==> src/rtl/mpqy_pkg.sv <==
package mpqy_pkg;

  // Default build
  localparam int LEVELS_DEF      = 4;
  localparam int LEVEL_DEPTH_DEF = 16;
  localparam int KEY_BITS_DEF    = 16;

  // Fixed field widths
  localparam int MAX_LEVELS = 4;
  localparam int LVL_W      = 2;
  localparam int REQ_W      = 2;
  localparam int THR_W      = 10;
  localparam int NUM_THR    = 3;
  localparam int CFG_IDX_W  = 2;

  typedef enum logic [REQ_W-1:0] {
    REQ_PUSH   = 2'd0,
    REQ_POP    = 2'd1,
    REQ_REMOVE = 2'd2,
    REQ_NONE   = 2'd3
  } req_t;

  typedef enum logic [1:0] {
    STAT_OK    = 2'd0,
    STAT_FULL  = 2'd1,
    STAT_EMPTY = 2'd2,
    STAT_NOKEY = 2'd3
  } status_t;

  typedef enum logic [1:0] {
    S_IDLE     = 2'd0,
    S_DONE     = 2'd1,
    S_RM_CMP   = 2'd2,
    S_RM_SHIFT = 2'd3
  } fsm_t;

  // Pop arbitration result
  typedef struct packed {
    logic                  hit;
    logic [LVL_W-1:0]      lvl;
    logic [MAX_LEVELS-1:0] yld;
  } pop_dec_t;

endpackage

==> src/rtl/mpqy_ram.sv <==
module mpqy_ram #(
  parameter int WIDTH = 16,
  parameter int DEPTH = 64,
  localparam int AW   = (DEPTH > 1) ? $clog2(DEPTH) : 1
) (
  input  logic             clk,
  input  logic             we,
  input  logic [AW-1:0]    waddr,
  input  logic [WIDTH-1:0] wdata,
  input  logic             re,
  input  logic [AW-1:0]    raddr,
  output logic [WIDTH-1:0] rdata
);

  logic [WIDTH-1:0] mem [DEPTH];

  always_ff @(posedge clk) begin
    if (we) begin
      mem[waddr] <= wdata;
    end
    if (re) begin
      rdata <= mem[raddr];
    end
  end

endmodule

==> src/rtl/mpqy_pop_sel.sv <==
module mpqy_pop_sel #(
  parameter int LEVELS = mpqy_pkg::LEVELS_DEF
) (
  input  logic [LEVELS-1:0]          nonempty_i,
  input  logic [mpqy_pkg::THR_W-1:0] cnt_i [LEVELS],
  input  logic [mpqy_pkg::THR_W-1:0] thr_i [mpqy_pkg::NUM_THR],
  output mpqy_pkg::pop_dec_t         dec_o
);
  import mpqy_pkg::*;

  logic [LEVELS-1:0] yield_rdy;

  // last level never yields
  for (genvar g = 0; g < LEVELS; g++) begin : g_thr
    if (g < LEVELS - 1 && g < NUM_THR) begin : g_on
      assign yield_rdy[g] = (thr_i[g] != '0) && (cnt_i[g] >= thr_i[g]);
    end else begin : g_off
      assign yield_rdy[g] = 1'b0;
    end
  end

  // first non-empty level that is not yielding wins; yielding levels above it are flagged
  always_comb begin
    logic found;
    found = 1'b0;
    dec_o = '0;
    for (int i = 0; i < LEVELS; i++) begin
      if (!found && nonempty_i[i]) begin
        if (yield_rdy[i]) begin
          dec_o.yld[i] = 1'b1;
        end else begin
          dec_o.hit = 1'b1;
          dec_o.lvl = LVL_W'(i);
          found     = 1'b1;
        end
      end
    end
  end

endmodule

==> src/rtl/multilevel_priority_queue_yield_core.sv <==
// Sequencing: push, pop and idle requests go to S_DONE, which loads the output register once
//   it is free; a remove on a non-empty level first walks the level in S_RM_CMP/S_RM_SHIFT,
//   one key-store access per queued entry. Flow: one item at a time; the next item is taken
//   the cycle after the result is loaded into the output register.
// Reset: rst_n synchronous, active low; clears fill, head, pop counters, thresholds and
//   the output valid. The key store is not cleared (only queued entries are ever read).
module multilevel_priority_queue_yield_core #(
  parameter int LEVELS      = mpqy_pkg::LEVELS_DEF,
  parameter int LEVEL_DEPTH = mpqy_pkg::LEVEL_DEPTH_DEF,
  parameter int KEY_BITS    = mpqy_pkg::KEY_BITS_DEF
) (
  input  logic                          clk,
  input  logic                          rst_n,
  // request channel
  input  logic                          in_valid,
  output logic                          in_ready,
  input  logic [mpqy_pkg::REQ_W-1:0]    in_req_type,
  input  logic [mpqy_pkg::LVL_W-1:0]    in_level,
  input  logic [KEY_BITS-1:0]           in_task_key,
  // result channel
  output logic                          out_valid,
  input  logic                          out_ready,
  output logic [1:0]                    out_status,
  output logic [KEY_BITS-1:0]           out_key,
  output logic [mpqy_pkg::LVL_W-1:0]    out_level,
  output logic                          out_all_empty,
  // threshold registers
  input  logic                          cfg_we,
  input  logic [mpqy_pkg::CFG_IDX_W-1:0] cfg_index,
  input  logic [mpqy_pkg::THR_W-1:0]    cfg_wdata
);
  import mpqy_pkg::*;

  // Ring position, fill count and level index widths. Key store is addressed
  // as {level, ring position}.
  localparam int PW        = $clog2(LEVEL_DEPTH);
  localparam int FW        = $clog2(LEVEL_DEPTH + 1);
  localparam int LW        = $clog2(LEVELS);
  localparam int RAM_DEPTH = LEVELS * (2 ** PW);
  localparam int AW        = LW + PW;
  localparam logic [PW-1:0] LAST_POS = PW'(LEVEL_DEPTH - 1);
  localparam logic [FW-1:0] DEPTH_F  = FW'(LEVEL_DEPTH);

  function automatic logic [PW-1:0] pos_inc(input logic [PW-1:0] p);
    return (p == LAST_POS) ? '0 : p + 1'b1;
  endfunction

  // ---------------------------------------------------------------------------
  // State
  // ---------------------------------------------------------------------------
  fsm_t                state_r, state_nxt;

  // per-level bookkeeping
  logic [FW-1:0]       fill_r [LEVELS];
  logic [FW-1:0]       fill_nxt [LEVELS];
  logic [PW-1:0]       head_r [LEVELS];
  logic [PW-1:0]       head_nxt [LEVELS];
  logic [THR_W-1:0]    cnt_r [LEVELS];
  logic [THR_W-1:0]    cnt_nxt [LEVELS];
  logic [THR_W-1:0]    thr_r [NUM_THR];
  logic [THR_W-1:0]    thr_nxt [NUM_THR];

  // request in flight (remove walk)
  logic [LW-1:0]       lvl_r, lvl_nxt;
  logic [KEY_BITS-1:0] key_r, key_nxt;
  logic [FW-1:0]       k_r, k_nxt;
  logic [PW-1:0]       pos_r, pos_nxt;
  logic [PW-1:0]       wpos_r, wpos_nxt;

  // pending result
  status_t             res_status_r, res_status_nxt;
  logic                res_hit_r, res_hit_nxt;
  logic [LVL_W-1:0]    res_lvl_r, res_lvl_nxt;

  // output register
  logic                out_valid_r, out_valid_nxt;
  logic [1:0]          out_status_r, out_status_nxt;
  logic [KEY_BITS-1:0] out_key_r, out_key_nxt;
  logic [LVL_W-1:0]    out_level_r, out_level_nxt;
  logic                out_empty_r, out_empty_nxt;

  // key store port
  logic                ram_we, ram_re;
  logic [AW-1:0]       ram_waddr, ram_raddr;
  logic [KEY_BITS-1:0] ram_wdata, ram_rdata;

  // ---------------------------------------------------------------------------
  // Shared decode
  // ---------------------------------------------------------------------------
  logic              in_fire, out_free;
  logic              lv_ok, push_ok, rm_start;
  logic [LW-1:0]     lv_idx;
  logic [FW:0]       tail_sum;
  logic [PW-1:0]     tail_pos;
  logic [FW:0]       k_plus;
  logic              more, match;
  logic [LEVELS-1:0] nonempty;
  pop_dec_t          pop_dec;
  logic [LW-1:0]     pop_lvl;

  assign in_ready = (state_r == S_IDLE);
  assign in_fire  = in_valid && in_ready;
  assign out_free = !out_valid_r || out_ready;

  assign lv_ok    = (32'(in_level) < LEVELS);
  assign lv_idx   = in_level[LW-1:0];
  assign push_ok  = lv_ok && (fill_r[lv_idx] != DEPTH_F);
  assign rm_start = (req_t'(in_req_type) == REQ_REMOVE) && lv_ok && (fill_r[lv_idx] != '0);

  // tail = (head + fill) mod depth; sum stays below twice the depth
  assign tail_sum = (FW+1)'(head_r[lv_idx]) + (FW+1)'(fill_r[lv_idx]);
  assign tail_pos = (tail_sum >= (FW+1)'(LEVEL_DEPTH)) ?
                    PW'(tail_sum - (FW+1)'(LEVEL_DEPTH)) : PW'(tail_sum);

  // remove walk: another entry behind the current one?
  assign k_plus = {1'b0, k_r} + 1'b1;
  assign more   = (k_plus < {1'b0, fill_r[lvl_r]});
  assign match  = (ram_rdata == key_r);

  for (genvar g = 0; g < LEVELS; g++) begin : g_ne
    assign nonempty[g] = (fill_r[g] != '0);
  end

  mpqy_pop_sel #(
    .LEVELS (LEVELS)
  ) u_pop_sel (
    .nonempty_i (nonempty),
    .cnt_i      (cnt_r),
    .thr_i      (thr_r),
    .dec_o      (pop_dec)
  );

  assign pop_lvl = pop_dec.lvl[LW-1:0];

  mpqy_ram #(
    .WIDTH (KEY_BITS),
    .DEPTH (RAM_DEPTH)
  ) u_key_ram (
    .clk   (clk),
    .we    (ram_we),
    .waddr (ram_waddr),
    .wdata (ram_wdata),
    .re    (ram_re),
    .raddr (ram_raddr),
    .rdata (ram_rdata)
  );

  // ---------------------------------------------------------------------------
  // Next state
  // ---------------------------------------------------------------------------
  always_comb begin
    state_nxt = state_r;
    unique case (state_r)
      S_IDLE: begin
        if (in_fire) begin
          state_nxt = rm_start ? S_RM_CMP : S_DONE;
        end
      end
      S_RM_CMP: begin
        if (more) begin
          state_nxt = match ? S_RM_SHIFT : S_RM_CMP;
        end else begin
          state_nxt = S_DONE;
        end
      end
      S_RM_SHIFT: begin
        state_nxt = more ? S_RM_SHIFT : S_DONE;
      end
      S_DONE: begin
        state_nxt = out_free ? S_IDLE : S_DONE;
      end
    endcase
  end

  // ---------------------------------------------------------------------------
  // Datapath and key store control
  // ---------------------------------------------------------------------------
  always_comb begin
    fill_nxt       = fill_r;
    head_nxt       = head_r;
    cnt_nxt        = cnt_r;
    thr_nxt        = thr_r;
    lvl_nxt        = lvl_r;
    key_nxt        = key_r;
    k_nxt          = k_r;
    pos_nxt        = pos_r;
    wpos_nxt       = wpos_r;
    res_status_nxt = res_status_r;
    res_hit_nxt    = res_hit_r;
    res_lvl_nxt    = res_lvl_r;
    out_valid_nxt  = out_valid_r;
    out_status_nxt = out_status_r;
    out_key_nxt    = out_key_r;
    out_level_nxt  = out_level_r;
    out_empty_nxt  = out_empty_r;
    ram_we         = 1'b0;
    ram_re         = 1'b0;
    ram_waddr      = '0;
    ram_raddr      = '0;
    ram_wdata      = '0;

    // user issues config writes only while idle (unenforced); index beyond list is dropped
    if (cfg_we && (32'(cfg_index) < NUM_THR)) begin
      thr_nxt[cfg_index] = cfg_wdata;
    end

    if (out_valid_r && out_ready) begin
      out_valid_nxt = 1'b0;
    end

    unique case (state_r)
      S_IDLE: begin
        if (in_fire) begin
          lvl_nxt     = lv_idx;
          key_nxt     = in_task_key;
          res_hit_nxt = 1'b0;
          res_lvl_nxt = '0;
          unique case (req_t'(in_req_type))
            REQ_PUSH: begin
              if (push_ok) begin
                ram_we           = 1'b1;
                ram_waddr        = {lv_idx, tail_pos};
                ram_wdata        = in_task_key;
                fill_nxt[lv_idx] = fill_r[lv_idx] + 1'b1;
                res_status_nxt   = STAT_OK;
              end else begin
                res_status_nxt   = STAT_FULL;
              end
            end
            REQ_POP: begin
              // skipped levels that hit their threshold restart their count
              for (int i = 0; i < LEVELS; i++) begin
                if (pop_dec.yld[i]) begin
                  cnt_nxt[i] = '0;
                end
              end
              if (pop_dec.hit) begin
                ram_re            = 1'b1;
                ram_raddr         = {pop_lvl, head_r[pop_lvl]};
                head_nxt[pop_lvl] = pos_inc(head_r[pop_lvl]);
                fill_nxt[pop_lvl] = fill_r[pop_lvl] - 1'b1;
                cnt_nxt[pop_lvl]  = cnt_r[pop_lvl] + 1'b1;
                res_hit_nxt       = 1'b1;
                res_lvl_nxt       = pop_dec.lvl;
                res_status_nxt    = STAT_OK;
              end else begin
                res_status_nxt    = STAT_EMPTY;
              end
            end
            REQ_REMOVE: begin
              if (rm_start) begin
                ram_re    = 1'b1;
                ram_raddr = {lv_idx, head_r[lv_idx]};
                pos_nxt   = head_r[lv_idx];
                k_nxt     = '0;
              end else begin
                res_status_nxt = STAT_NOKEY;
              end
            end
            REQ_NONE: begin
              res_status_nxt = STAT_OK;
            end
          endcase
        end
      end

      // compare entry k; on a hit, start pulling later entries forward
      S_RM_CMP: begin
        if (more) begin
          ram_re    = 1'b1;
          ram_raddr = {lvl_r, pos_inc(pos_r)};
          pos_nxt   = pos_inc(pos_r);
          wpos_nxt  = pos_r;
          k_nxt     = k_plus[FW-1:0];
        end else if (match) begin
          fill_nxt[lvl_r] = fill_r[lvl_r] - 1'b1;
          res_status_nxt  = STAT_OK;
        end else begin
          res_status_nxt  = STAT_NOKEY;
        end
      end

      // write entry k into slot k-1 while reading entry k+1
      S_RM_SHIFT: begin
        ram_we    = 1'b1;
        ram_waddr = {lvl_r, wpos_r};
        ram_wdata = ram_rdata;
        if (more) begin
          ram_re    = 1'b1;
          ram_raddr = {lvl_r, pos_inc(pos_r)};
          pos_nxt   = pos_inc(pos_r);
          wpos_nxt  = pos_r;
          k_nxt     = k_plus[FW-1:0];
        end else begin
          fill_nxt[lvl_r] = fill_r[lvl_r] - 1'b1;
          res_status_nxt  = STAT_OK;
        end
      end

      // hand the result to the output register; popped key comes from the store
      S_DONE: begin
        if (out_free) begin
          out_valid_nxt  = 1'b1;
          out_status_nxt = res_status_r;
          out_key_nxt    = res_hit_r ? ram_rdata : '0;
          out_level_nxt  = res_lvl_r;
          out_empty_nxt  = ~|nonempty;
        end
      end
    endcase
  end

  // ---------------------------------------------------------------------------
  // Registers
  // ---------------------------------------------------------------------------
  always_ff @(posedge clk) begin
    if (!rst_n) begin
      state_r     <= S_IDLE;
      out_valid_r <= 1'b0;
      for (int i = 0; i < LEVELS; i++) begin
        fill_r[i] <= '0;
        head_r[i] <= '0;
        cnt_r[i]  <= '0;
      end
      for (int i = 0; i < NUM_THR; i++) begin
        thr_r[i] <= '0;
      end
    end else begin
      state_r     <= state_nxt;
      out_valid_r <= out_valid_nxt;
      fill_r      <= fill_nxt;
      head_r      <= head_nxt;
      cnt_r       <= cnt_nxt;
      thr_r       <= thr_nxt;
    end
  end

  always_ff @(posedge clk) begin
    lvl_r        <= lvl_nxt;
    key_r        <= key_nxt;
    k_r          <= k_nxt;
    pos_r        <= pos_nxt;
    wpos_r       <= wpos_nxt;
    res_status_r <= res_status_nxt;
    res_hit_r    <= res_hit_nxt;
    res_lvl_r    <= res_lvl_nxt;
    out_status_r <= out_status_nxt;
    out_key_r    <= out_key_nxt;
    out_level_r  <= out_level_nxt;
    out_empty_r  <= out_empty_nxt;
  end

  assign out_valid     = out_valid_r;
  assign out_status    = out_status_r;
  assign out_key       = out_key_r;
  assign out_level     = out_level_r;
  assign out_all_empty = out_empty_r;

endmodule

==> config.mk <==
export PLATFORM = sky130hd
export DESIGN_NAME = multilevel_priority_queue_yield_core
export DESIGN_NICKNAME = d
export VERILOG_FILES = /design/src/rtl/mpqy_pkg.sv /design/src/rtl/mpqy_ram.sv /design/src/rtl/mpqy_pop_sel.sv /design/src/rtl/multilevel_priority_queue_yield_core.sv
export SDC_FILE = /design/constraint.sdc
export NUM_CORES = 2
export LEC_CHECK = 0
export BUFFER_PORTS_ARGS = -buffer_cell sky130_fd_sc_hd__buf_2
export CAP_MARGIN = 0
export CORE_MARGIN = 5
export CORE_UTILIZATION = 55
export CTS_CLUSTER_SIZE = 30
export DETAILED_ROUTE_END_ITERATION = 16
export PLACE_DENSITY = 0.69
export SLEW_MARGIN = 20
export SYNTH_ARGS = -nofsm -noshare
export SYNTH_HDL_FRONTEND = slang
export SYNTH_SLANG_ARGS = --single-unit
==> constraint.sdc <==
create_clock -name clk -period 8.35 [get_ports clk]
set_clock_uncertainty 0.05 [all_clocks]
set_input_delay 2.0875 -clock clk [delete_from_list [all_inputs] [get_ports clk]]
set_output_delay 2.0875 -clock clk [all_outputs]
set_load 0.02 [all_outputs]
==> flow_summary.json <==
{
  "drt_drc_violations_left": 0,
  "syn_to_final_growth_pct": 11.7,
  "fin_crit_sh_pct": 80.3,
  "cap_violations": 0,
  "postCtsHoldBufs": 0,
  "cts_made_buffers": 120,
  "cts_sinks": 1206,
  "ios": 60,
  "crit_arrival_ps": 7080,
  "first_pass_iters": 6,
  "crit_top_cell": "inv_1",
  "synth-simple-area-share_pct": 11.0,
  "relSlewSlack_pct": 22.6,
  "critPathBufInv": 4,
  "synth_seq_area_share_pct": 69.6,
  "synth_fa_ha_area_share_pct": 1.33,
  "p_leak_nw": 19.4,
  "fin_nets": 4037,
  "clk_pin_slew_ps": 60,
  "final_cell_mix": "edfxtp_1 (1097), nand2_1 (537), nor2_1 (337)",
  "min-delay-start": "res_lvl_r[0]",
  "gr-total-overflow": 0,
  "period_needed_ps": 6710,
  "portBuffers": 59,
  "yosys_most_used_dff": "edfxtp_1",
  "setup_viol": 0,
  "start_util_pct": 55.3,
  "setup.worst_path.end_class": "flop",
  "register_area_sq_um": 35100,
  "final_cells": 5232,
  "ys_warn_count": 0,
  "grt_pass1_vias": 32500,
  "vias": 34200,
  "cp_top_family": "compound AO/OA/AOI/OAI gates",
  "r2r_cells": 18,
  "syn-num-nets": 3942,
  "die_w_microns": 313,
  "regToRegSetupSlack_ps": 1950,
  "drtIter0Drc": 4539,
  "cpPeakStageDelay_ps": 800,
  "max_freq_mhz": 149,
  "avgRoutedWirePerCell_microns": 27.5,
  "dp_hpwl_microns": 89700,
  "routabilityCongestion": 0.899,
  "grt_antenna_before_repair": 3,
  "dieArea_sq_um": 98000,
  "hold_viol": 0,
  "grt_pass1_wl_microns": 212000,
  "ctsRootBufferMaster": "clkbuf_16",
  "tightestPinTransition_ps": 1160,
  "drt-total-wl_microns": 144000,
  "synthArstFlopShare_pct": 0,
  "power.density_nw_per_um2": 334,
  "setup_tns_ps": 0,
  "synth_compound_area_share_pct": 11.6,
  "hold_end": "out_level[0]",
  "final_max_slew_viol_count": 0,
  "ant_nets": 0,
  "cts-resized-gates": 0,
  "yosysUniqueCellTypes": 87,
  "final_layout_size_suffix_gt1_share_pct": 11.6,
  "required_ps": 8720,
  "r2r-end": "u_key_ram.rdata[7]",
  "slowest_stage": "o211ai_4",
  "synth_seq_cells": 1206,
  "synth.avg_cell_area_sq_um": 13.1,
  "outcome": "completed",
  "fp.dieH_microns": 313,
  "final_common_cell": "edfxtp_1",
  "worstSkewPairLatency_ps": 710,
  "path_class": "in -> reg",
  "multi_input_area_sq_um": 14300,
  "synth-xor-area-share_pct": 0.711,
  "power_mw": 18.9,
  "nFillCells": 6911,
  "ir_drop_mv": 0.288,
  "dp_cells": 5009,
  "rsz0062_at_grt": "false",
  "vias_per_cell": 6.53,
  "whs_path_depth": 0,
  "post-cts-setup-buffers": 0,
  "startpoint_type": "primary input",
  "cts.path.max_buffers": 3,
  "timing.rr.start": "lvl_r[0]",
  "min_path_type": "reg -> reg",
  "crit_chain": "buf_2 -> mux4_2 -> inv_1 -> ha_1 -> inv_1 -> o41a_1 -> and2_4 -> a22o_4 -> o211ai_4 -> buf_12 -> mux2i_1 -> a22o_1 -> nor4bb_1 -> a211oi_1 -> o22ai_1",
  "cts_tree": "done",
  "row_count": 111,
  "core_area_sq_um": 91400,
  "crit_start": "in_level[0]",
  "synth_top_family_by_area": "compound AO/OA/AOI/OAI gates",
  "syn_area_sq_um": 50500,
  "syn_inst": 3852,
  "synth_edf_count": 1097,
  "grtUsageTotal_pct": 28.7,
  "cts_htree_levels": 3,
  "muxShareOfSynthArea_pct": 3.26,
  "critical_path.max_fanout": 74,
  "grt_max_degree": 100
}
==> flip-flops by register name, summed over array words and instances, names as in the netlist, 4 cells and up <==
name	flops
fill_r	20
u_key_ram.mem	1024
thr_r	30
wpos_r	4
cnt_r	40
pos_r	4
head_r	16
k_r	5
out_key	16
u_key_ram.rdata	16
key_r	16
==> layer usage <==
metal / vias up / GRT usage, % / part of all wire, %
li1: 14900 / - / -
met1: 16900 / 40.2 / 39
met2: 2017 / 45.0 / 46
met3: 355 / 5.35 / 10
met4: 2 / 11.4 / 4.6
met5: - / 0 / 0.0090
==> cells by family (layout without fill, tap and decap cells) <==
group,after synthesis,after routing
muxes,142,142
and+or+nand+nor,1275,1275
AOI/OAI and AO/OA,839,839
xor gates and xnor gates,41,41
DFF,1206,1206
adders and majority gates,53,53
other,0,1
buffers and inverters,296,489
==> worst max path at each step <==
stage,end,slack [ps],cells past startpoint
detailed placement,u_key_ram.rdata[0],910,15
global route,u_key_ram.rdata[11],1480,15
floorplan,u_key_ram.mem[0][10],1920,12
global placement,u_key_ram.rdata[0],1000,15
CTS,u_key_ram.rdata[0],1650,15
finish,u_key_ram.rdata[0],1640,15
==> per-stage QoR <==
| stage | instance area (sq um) | hold WS (ps) | worst slack (ps) | util [%] |
|---|---|---|---|---|
| after global placement | 52700 | 352 | 995 | 57.6 |
| after floorplan | 50500 | 350 | 1920 | - |
| after CTS | 56400 | 377 | 1650 | 61.7 |
| after detailed placement | 52700 | 362 | 912 | 57.6 |
| after global routing | 56400 | 392 | 1480 | 61.7 |
| final | 56400 | 372 | 1640 | 61.7 |
==> Yosys cell counts (all sizes together), types with 19 or more instances <==
| cell type | instances | area [sq um] |
|---|---|---|
| a211oi | 72 | 551 |
| a21oi | 195 | 998 |
| a22o | 45 | 403 |
| a22oi | 65 | 488 |
| a31oi | 54 | 344 |
| a32oi | 55 | 482 |
| and2 | 34 | 215 |
| and3 | 48 | 300 |
| buf | 96 | 539 |
| clkbuf | 143 | 537 |
| dfxtp | 109 | 2180 |
| edfxtp | 1097 | 32900 |
| ha | 52 | 651 |
| inv | 56 | 210 |
| mux2 | 19 | 214 |
| mux2i | 107 | 1070 |
| nand2 | 537 | 2020 |
| nand3 | 99 | 495 |
| nor2 | 360 | 1360 |
| nor3 | 98 | 490 |
| o211ai | 48 | 379 |
| o21ai | 111 | 556 |
| o22ai | 33 | 206 |
| o311ai | 33 | 289 |
| or3 | 37 | 231 |
| xor2 | 24 | 210 |
==> where the power goes <==
group / switching (mW) / internal, mW
Combinational: 4.50 / 1.89
Clock: 2.25 / 2.85
Sequential: 0.255 / 7.11
Total: 7.01 / 11.8
==> cell type report <==
type | count | share of cell area (%)
Inverter | 57 | 0.379
Tap cell | 1186 | 2.63
Clock buffer | 165 | 5.78
Antenna cell | 1 | 0.00444
Timing Repair Buffer | 212 | 2.82
Multi-Input combinational cell | 2350 | 25.3
Sequential cell | 1206 | 62.3
Clock inverter | 55 | 0.770
Power figures use the tool's default switching activity.
